## config.mk

```make
export PLATFORM = sky130hd
export DESIGN_NAME = gregorian_date_day_number_core
export DESIGN_NICKNAME = d
export VERILOG_FILES = /design/src/rtl/core/gdn_pkg.sv /design/src/rtl/core/gdn_datapath.sv /design/src/rtl/core/gdn_ctrl.sv /design/src/rtl/core/gregorian_date_day_number_core.sv
export SDC_FILE = /design/constraint.sdc
export NUM_CORES = 1
export LEC_CHECK = 0
export BUFFER_PORTS_ARGS = -buffer_cell sky130_fd_sc_hd__buf_2
export CAP_MARGIN = 15
export CORE_UTILIZATION = 38
export DETAILED_ROUTE_END_ITERATION = 6
export GPL_ROUTABILITY_DRIVEN = 0
export PLACE_DENSITY_LB_ADDON = 0.12
export SYNTH_ARGS = -nofsm -noshare
export SYNTH_HDL_FRONTEND = slang
export SYNTH_SLANG_ARGS = --single-unit
```

## constraint.sdc

```tcl
create_clock -name clk_i -period 8.9 [get_ports clk_i]
set_clock_uncertainty 0.1 [all_clocks]
set_input_delay 1.335 -clock clk_i [delete_from_list [all_inputs] [get_ports clk_i]]
set_output_delay 1.335 -clock clk_i [all_outputs]
set_load 0.01 [all_outputs]
```

## src/rtl/core/gdn_pkg.sv

```systemverilog
package gdn_pkg;

  // Field widths fixed by the request and result formats
  localparam int unsigned YearW   = 14;
  localparam int unsigned MonthInW = 7;
  localparam int unsigned DayInW  = 7;
  localparam int unsigned NumW    = 14;
  localparam int unsigned MonthW  = 4;
  localparam int unsigned DayW    = 5;
  localparam int unsigned YLenW   = 9;

  // Calendar constants
  localparam logic [MonthW-1:0] MonthJan    = 4'd1;
  localparam logic [MonthW-1:0] MonthFeb    = 4'd2;
  localparam logic [MonthW-1:0] MonthDec    = 4'd12;
  localparam logic [DayW-1:0]   LeapFebDays = 5'd29;
  localparam logic [YLenW-1:0]  YearDays    = 9'd365;
  localparam logic [YLenW-1:0]  LeapYearDays = 9'd366;

  localparam logic [DayW-1:0] MonthLen [12] = '{
    5'd31, 5'd28, 5'd31, 5'd30, 5'd31, 5'd30,
    5'd31, 5'd31, 5'd30, 5'd31, 5'd30, 5'd31
  };

  // Request conversion kinds
  localparam logic KindToNumber = 1'b0;
  localparam logic KindToDate   = 1'b1;

  typedef struct packed {
    logic                kind;
    logic [YearW-1:0]    year_in;
    logic [MonthInW-1:0] month_in;
    logic [DayInW-1:0]   day_in;
    logic [NumW-1:0]     number_in;
  } req_t;

  typedef struct packed {
    logic              valid_res;
    logic [NumW-1:0]   number_out;
    logic [YearW-1:0]  year_out;
    logic [MonthW-1:0] month_out;
    logic [DayW-1:0]   day_out;
  } res_t;

  // Controller to datapath
  typedef struct packed {
    logic load;
    logic year_adv;
    logic month_adv;
    logic finish;
    logic fail;
  } cmd_t;

  // Datapath to controller
  typedef struct packed {
    logic pre_ok;
    logic year_over;
    logic year_end;
    logic month_end;
  } sts_t;

  // Length of a month, zero for a code that is no month
  function automatic logic [DayW-1:0] month_days(input logic [MonthW-1:0] month,
                                                 input logic leap);
    logic [DayW-1:0] len;
    len = '0;
    if (month >= MonthJan && month <= MonthDec) begin
      len = MonthLen[month - MonthJan];
      if (month == MonthFeb && leap) begin
        len = LeapFebDays;
      end
    end
    return len;
  endfunction

endpackage

```

## src/rtl/core/gdn_datapath.sv

```systemverilog
module gdn_datapath #(
  parameter int EPOCH_YEAR = 2000,
  parameter int LAST_YEAR  = 2030
) (
  input  logic            clk_i,
  input  gdn_pkg::req_t   req_i,
  input  gdn_pkg::cmd_t   cmd_i,
  output gdn_pkg::sts_t   sts_o,
  output gdn_pkg::res_t   res_o
);

  localparam logic [gdn_pkg::YearW-1:0] EpochY = gdn_pkg::YearW'(EPOCH_YEAR);
  localparam logic [gdn_pkg::YearW-1:0] LastY  = gdn_pkg::YearW'(LAST_YEAR);
  localparam logic [1:0] EpochMod4   = 2'(EPOCH_YEAR % 4);
  localparam logic [6:0] EpochMod100 = 7'(EPOCH_YEAR % 100);
  localparam logic [8:0] EpochMod400 = 9'(EPOCH_YEAR % 400);

  // Latched request
  logic                         kind_q;
  logic [gdn_pkg::YearW-1:0]    year_q;
  logic [gdn_pkg::MonthInW-1:0] month_q;
  logic [gdn_pkg::DayInW-1:0]   day_q;

  // Walk state: current year, its residues, current month, running count
  logic [gdn_pkg::YearW-1:0]  y_q, y_d;
  logic [1:0]                 mod4_q, mod4_d;
  logic [6:0]                 mod100_q, mod100_d;
  logic [8:0]                 mod400_q, mod400_d;
  logic [gdn_pkg::MonthW-1:0] m_q, m_d;
  logic [gdn_pkg::NumW-1:0]   cnt_q, cnt_d;
  logic                       ovf_q, ovf_d;
  gdn_pkg::res_t              res_q, res_d;

  logic                        leap;
  logic [gdn_pkg::YLenW-1:0]   ylen;
  logic [gdn_pkg::DayW-1:0]    mlen;
  logic [gdn_pkg::NumW:0]      step_len;
  logic [gdn_pkg::NumW:0]      sum;
  logic [gdn_pkg::NumW:0]      day_sum;
  logic                        day_ok;

  // Leap rule on the current year from its residues
  assign leap = (mod4_q == 2'd0) && ((mod100_q != 7'd0) || (mod400_q == 9'd0));
  assign ylen = leap ? gdn_pkg::LeapYearDays : gdn_pkg::YearDays;
  assign mlen = gdn_pkg::month_days(m_q, leap);

  // Status toward the controller
  always_comb begin
    sts_o.pre_ok = 1'b1;
    if (kind_q == gdn_pkg::KindToNumber) begin
      sts_o.pre_ok = (month_q >= gdn_pkg::MonthInW'(gdn_pkg::MonthJan)) &&
                     (month_q <= gdn_pkg::MonthInW'(gdn_pkg::MonthDec)) &&
                     (year_q >= EpochY) && (year_q <= LastY);
    end
    sts_o.year_over = (kind_q == gdn_pkg::KindToDate) && (y_q > LastY);
    if (kind_q == gdn_pkg::KindToDate) begin
      sts_o.year_end  = cnt_q < gdn_pkg::NumW'(ylen);
      sts_o.month_end = cnt_q < gdn_pkg::NumW'(mlen);
    end else begin
      sts_o.year_end  = y_q == year_q;
      sts_o.month_end = m_q == month_q[gdn_pkg::MonthW-1:0];
    end
  end

  // One add or subtract per step: year length or month length
  assign step_len = cmd_i.year_adv ? (gdn_pkg::NumW+1)'(ylen) : (gdn_pkg::NumW+1)'(mlen);
  assign sum = (kind_q == gdn_pkg::KindToDate) ? {1'b0, cnt_q} - step_len
                                               : {1'b0, cnt_q} + step_len;
  assign day_sum = {1'b0, cnt_q} + (gdn_pkg::NumW+1)'(day_q) - (gdn_pkg::NumW+1)'(1);
  assign day_ok  = (day_q != '0) && (day_q <= gdn_pkg::DayInW'(mlen));

  // Next walk state
  always_comb begin
    y_d      = y_q;
    mod4_d   = mod4_q;
    mod100_d = mod100_q;
    mod400_d = mod400_q;
    m_d      = m_q;
    cnt_d    = cnt_q;
    ovf_d    = ovf_q;
    res_d    = res_q;
    if (cmd_i.load) begin
      y_d      = EpochY;
      mod4_d   = EpochMod4;
      mod100_d = EpochMod100;
      mod400_d = EpochMod400;
      m_d      = gdn_pkg::MonthJan;
      cnt_d    = (req_i.kind == gdn_pkg::KindToDate) ? req_i.number_in : '0;
      ovf_d    = 1'b0;
    end
    if (cmd_i.year_adv) begin
      y_d      = y_q + gdn_pkg::YearW'(1);
      mod4_d   = mod4_q + 2'd1;
      mod100_d = (mod100_q == 7'd99) ? 7'd0 : mod100_q + 7'd1;
      mod400_d = (mod400_q == 9'd399) ? 9'd0 : mod400_q + 9'd1;
    end
    if (cmd_i.month_adv) begin
      m_d = m_q + gdn_pkg::MonthW'(1);
    end
    if (cmd_i.year_adv || cmd_i.month_adv) begin
      cnt_d = sum[gdn_pkg::NumW-1:0];
      ovf_d = ovf_q | ((kind_q == gdn_pkg::KindToNumber) && sum[gdn_pkg::NumW]);
    end
    // Build the result beat
    if (cmd_i.fail) begin
      res_d = '0;
    end
    if (cmd_i.finish) begin
      res_d = '0;
      if (kind_q == gdn_pkg::KindToDate) begin
        res_d.valid_res = 1'b1;
        res_d.year_out  = y_q;
        res_d.month_out = m_q;
        res_d.day_out   = cnt_q[gdn_pkg::DayW-1:0] + gdn_pkg::DayW'(1);
      end else if (day_ok && !ovf_q && !day_sum[gdn_pkg::NumW]) begin
        res_d.valid_res  = 1'b1;
        res_d.number_out = day_sum[gdn_pkg::NumW-1:0];
      end
    end
  end

  // Hold request and walk state
  always_ff @(posedge clk_i) begin
    if (cmd_i.load) begin
      kind_q  <= req_i.kind;
      year_q  <= req_i.year_in;
      month_q <= req_i.month_in;
      day_q   <= req_i.day_in;
    end
    y_q      <= y_d;
    mod4_q   <= mod4_d;
    mod100_q <= mod100_d;
    mod400_q <= mod400_d;
    m_q      <= m_d;
    cnt_q    <= cnt_d;
    ovf_q    <= ovf_d;
    res_q    <= res_d;
  end

  assign res_o = res_q;

endmodule

```

## src/rtl/core/gdn_ctrl.sv

```systemverilog
module gdn_ctrl (
  input  logic          clk_i,
  input  logic          rst_ni,
  input  logic          accept_i,
  input  gdn_pkg::sts_t sts_i,
  output gdn_pkg::cmd_t cmd_o,
  output logic          busy_o,
  output logic          done_o
);

  typedef enum logic [1:0] {
    StIdle,
    StCheck,
    StYear,
    StMonth
  } state_e;

  state_e state_q, state_d;
  logic   busy_q, done_q;

  // Decode commands from state and status
  always_comb begin
    cmd_o   = '0;
    state_d = state_q;
    case (state_q)
      StIdle: begin
        if (accept_i) begin
          cmd_o.load = 1'b1;
          state_d    = StCheck;
        end
      end
      StCheck: begin
        if (sts_i.pre_ok) begin
          state_d = StYear;
        end else begin
          cmd_o.fail = 1'b1;
          state_d    = StIdle;
        end
      end
      StYear: begin
        if (sts_i.year_over) begin
          cmd_o.fail = 1'b1;
          state_d    = StIdle;
        end else if (sts_i.year_end) begin
          state_d = StMonth;
        end else begin
          cmd_o.year_adv = 1'b1;
        end
      end
      StMonth: begin
        if (sts_i.month_end) begin
          cmd_o.finish = 1'b1;
          state_d      = StIdle;
        end else begin
          cmd_o.month_adv = 1'b1;
        end
      end
      default: begin
        state_d = StIdle;
      end
    endcase
  end

  // Hold state, busy and the result strobe
  always_ff @(posedge clk_i or negedge rst_ni) begin
    if (!rst_ni) begin
      state_q <= StIdle;
      busy_q  <= 1'b0;
      done_q  <= 1'b0;
    end else begin
      state_q <= state_d;
      done_q  <= cmd_o.finish | cmd_o.fail;
      if (cmd_o.load) begin
        busy_q <= 1'b1;
      end else if (cmd_o.finish || cmd_o.fail) begin
        busy_q <= 1'b0;
      end
    end
  end

  assign busy_o = busy_q;
  assign done_o = done_q;

endmodule

```

## src/rtl/core/gregorian_date_day_number_core.sv

```systemverilog
// Gregorian date to day number converter, and back.
// Request channel: drive req_i and pulse start while busy is low; the beat
// is taken at that clock edge. kind 0 turns year/month/day into the count of
// days since 1 January of EPOCH_YEAR; kind 1 turns such a count into a date.
// Result channel: res_o carries one beat per request, marked by done_o for
// exactly one cycle; res_o.valid_res is low for a date or count outside the
// EPOCH_YEAR..LAST_YEAR window, with all other fields zero.
// The controller walks one year per cycle, then one month per
// cycle; a request rejected up front skips the walk. busy stays high
// until the result beat is shown, and a new request may be started in
// the cycle that shows it.
// The receiver has no stall: done_o must be sampled when it is high.
// Reset (rst_ni low, asynchronous) returns the controller to idle with busy
// and done_o low; any request in flight is dropped.
module gregorian_date_day_number_core #(
  parameter int EPOCH_YEAR = 2000,
  parameter int LAST_YEAR  = 2030
) (
  input  logic          clk_i,
  input  logic          rst_ni,
  input  logic          start,
  output logic          busy,
  input  gdn_pkg::req_t req_i,
  output logic          done_o,
  output gdn_pkg::res_t res_o
);

  gdn_pkg::cmd_t cmd;
  gdn_pkg::sts_t sts;

  // Sequence the walk
  gdn_ctrl u_ctrl (
    .clk_i    (clk_i),
    .rst_ni   (rst_ni),
    .accept_i (start & ~busy),
    .sts_i    (sts),
    .cmd_o    (cmd),
    .busy_o   (busy),
    .done_o   (done_o)
  );

  // Year and month arithmetic
  gdn_datapath #(
    .EPOCH_YEAR (EPOCH_YEAR),
    .LAST_YEAR  (LAST_YEAR)
  ) u_datapath (
    .clk_i (clk_i),
    .req_i (req_i),
    .cmd_i (cmd),
    .sts_o (sts),
    .res_o (res_o)
  );

endmodule

```

==> out/qor.yml <==
power:
  leakagePower_nw: 3.66
  ir_worst_vdd_mv: 0.113
  total_power_w: 0.00299
  powerDensity_nw_per_um2: 332
yosys:
  synth.avg_cell_area_sq_um: 10.6
  synth_warnings: 0
  netlist_area_sq_um: 7740
  synth_nets: 846
  synth_edf_count: 118
  synthCells: 729
  yosysSeqAreaShare_pct: 47.1
  ys_types: 66
  ys_async_sr_fraction_pct: 3.28
  synth-seq-cells: 122
  synth_ff_type: "edfxtp_1"
cts:
  post-cts-setup-buffers: 0
  tritoncts: "yes"
  cts_root_buf: "clkbuf_16"
  clock-sinks: 122
  cts_buffer_depth: 2
  clk_pin_slew_worst_paths_ns: 0.06
  htree_levels: 4
  insertion_delay_ns: 0.43
  ctsResizeCount: 0
  cts_buffers: 17
  holdBufCountCts: 0
global_routing:
  antenna_found_initial: 0
  grt_pass1_vias: 5641
  track_usage_pct: 18.3
  grt_pass1_wl_um: 28700
  grt_max_degree: 40
  grt-ovfl-total: 0
critical_path:
  critPathKind: "reg -> reg"
  crit_chain: "nor3_1, nand4b_1, a21bo_2, ha_1, nand4_1, a21oi_1, o31ai_1, a211oi_4, inv_2, mux2_4, inv_1, ha_1, ha_1, nor2_1, inv_1, xnor2_1, ha_1, or2_2, a21oi_1, a211oi_1, nor3_1, o41ai_1, xnor2_1, mux2i_1"
  critPathMaxStageDelay_ns: 0.45
  worst-path-max-fanout: 20
  ff2ff_path_depth: 24
  worst_r2r_endpoint: "u_datapath.cnt_q[13]$_DFFE_PP_"
  required_ns: 8.94
  cpMaxStageDelayCell: "edfxtp_1"
  rrSetupSlack_ns: 3.12
  cp-start-kind: "flip-flop"
  r2r_start: "u_datapath.mod400_q[4]$_SDFFCE_PP0P_"
  path_common_cell: "ha_1"
  cp.arrival_ns: 5.82
  end_kind: "flip-flop"
min_path:
  hold_start: "u_ctrl.busy_o$_DFFE_PN0P_"
  min_path_type: "reg -> reg"
  hold_depth: 1
  hold_end: "u_ctrl.busy_o$_DFFE_PN0P_"
placement:
  hpwl_um: 13200
  dp_cells: 1060
  numPortBuffers: 85
route:
  route.vias.total: 5688
  wl_per_cell_um: 16.2
  drt-pass1-iter-count: 5
  wl_um: 17700
  drtIter0Drc: 393
  avgViaCountPerCell: 5.21
  drtAntennaViolNets: 0
  drc: 0
floorplan:
  initial_utilization_pct: 39.2
  dieHeight_um: 145
  ios: 86
  rows: 51
  die_area_sq_um: 20900
  core_sq_um: 19700
  fp.dieW_um: 145
timing:
  timing.final.hold_violations: 0
  slew_viol_final: 0
  fin_crit_ns: 5.78
  rsz0062_at_grt: "false"
  fin_crit_sh_pct: 64.9
  slew-limit-headroom_pct: 22.9
  setup_viol: 0
  max_freq_mhz: 173
  totalNegativeSetupSlack_ns: 0
  worstMarginPinSlew_ns: 1.15
final_layout:
  fillers: 1834
  final_cells: 1092
  antennaDiodeCount: 0
  area_growth_pct: 16.4
  drive_above_1_share_pct: 17.2
  layout.area.seq_sq_um: 3640
  nNetsFinal: 931
  final_core_util_pct: 45.7
  multiInputGateArea_sq_um: 3730
outcome:
  status: "finished, final reports clean"
job:
  cap_violations: 0
==> how the worst max path moves through the flow <==
stage	start	endpoint	slack, ns
floorplan	u_datapath.mod400_q[4]$_SDFFCE_PP0P_	u_datapath.ovf_q$_SDFFCE_PP0P_	3.80
global placement	u_datapath.mod400_q[4]$_SDFFCE_PP0P_	u_datapath.cnt_q[13]$_DFFE_PP_	3.35
detailed placement	u_datapath.mod400_q[4]$_SDFFCE_PP0P_	u_datapath.cnt_q[13]$_DFFE_PP_	3.18
CTS	u_datapath.mod400_q[4]$_SDFFCE_PP0P_	u_datapath.cnt_q[13]$_DFFE_PP_	3.13
global route	u_datapath.mod400_q[4]$_SDFFCE_PP0P_	u_datapath.cnt_q[11]$_DFFE_PP_	2.63
finish	u_datapath.mod400_q[4]$_SDFFCE_PP0P_	u_datapath.cnt_q[13]$_DFFE_PP_	3.12
==> cell type report <==
class	count	share of cell area, %
multi-input cells	517	41.4
flip-flops and latches	122	40.5
repair buffers	89	5.06
clock buffers	17	4.72
well taps	265	3.68
inverters	67	2.79
clock inverters	15	1.92
==> metal layers <==
layer	vias to the layer above	part of all wire (%)	GRT usage, %
met1	2710	48	24.7
met2	117	46	28.3
met5	-	0	0
li1	2828	-	-
met3	33	3.4	3.22
met4	0	2.8	8.64
==> where the power goes <==
| group | leakage [nW] | switching, W | internal (W) | total (W) |
|---|---|---|---|---|
| Sequential | 1.14 | 0.000134 | 0.000827 | 0.000961 |
| Clock | 0.292 | 0.000263 | 0.000439 | 0.000702 |
| Combinational | 2.23 | 0.000784 | 0.000543 | 0.00133 |
| Total | 3.66 | 0.00118 | 0.00181 | 0.00299 |
==> registers in the layout, summed over array words and instances, names as in the netlist <==
signal,cells
u_datapath.kind_q,1
u_datapath.res_o,38
u_ctrl.done_o,1
u_datapath.m_q,4
u_datapath.mod100_q,7
u_ctrl.busy_o,1
u_datapath.mod4_q,2
u_datapath.month_q,7
u_datapath.ovf_q,1
u_datapath.year_q,14
u_datapath.mod400_q,9
u_datapath.cnt_q,14
u_datapath.y_q,14
u_datapath.day_q,7
u_ctrl.state_q,2
==> through the flow <==
stage,hold slack [ns],setup WS (ns),instance area [sq um]
after floorplan,0.426,3.80,7740
after global placement,0.428,3.35,8410
after detailed placement,0.423,3.18,8410
after CTS,0.436,3.13,9010
after global routing,0.472,2.63,9010
final,0.432,3.12,9010
==> synthesized netlist by cell type (all sizes together) (21+ instances only) <==
cell	n	area [sq um]
and3	25	156
a21oi	32	160
nand2	48	180
o21ai	21	105
edfxtp	118	3540
xnor2	36	315
nor2	54	203
nor3	25	125
ha	69	863
nand3	23	115
xor2	34	298
inv	67	251
==> critical path, delay by kind of cell, from the launching register on <==
| kind | cells | cell delay [ns] |
|---|---|---|
| AOI/OAI and AO/OA | 7 | 1.75 |
| xor gates and xnor gates | 2 | 0.31 |
| adders and majority gates | 4 | 1.00 |
| buffers and inverters | 3 | 0.51 |
| DFF | 1 | 0.45 |
| muxes | 2 | 0.32 |
| and+or+nand+nor | 6 | 1.06 |
==> cells in the final DEF (no fill, tap or decap), drive strengths merged, types with 3 or more instances in the layout <==
cell type	Yosys	layout
xor2	34	34
mux2i	13	13
edfxtp	118	118
a31o	4	4
ha	69	69
a31oi	6	6
nand2b	6	6
nand3	23	23
or3	4	4
nand4	13	13
o21a	8	8
nor4b	3	3
nor4	18	18
a2111oi	3	3
nor3	25	25
nand2	48	48
and2	5	5
dfrtp	4	4
a21oi	32	32
buf	5	89
nor2	54	54
xnor2	36	36
or2	8	8
o211ai	3	3
and3	25	25
o31ai	3	3
bufinv	0	3
clkbuf	18	17
a21o	8	8
a211oi	8	8
clkinv	0	9
nor2b	7	7
o21ai	21	21
inv	67	69
==> logic make-up after synthesis <==
kind of cell / count (synthesis) / synth area share [%]
AND/OR/NAND/NOR: 248 / 16.4
XOR/XNOR: 70 / 7.92
adder cells (fa/ha/maj): 71 / 11.7
flip-flops: 122 / 47.1
AO/OA/AOI/OAI: 114 / 10.3
buffers and inverters: 90 / 4.75
multiplexers: 14 / 1.88
Note: power is estimated with default switching activity, not from simulation.
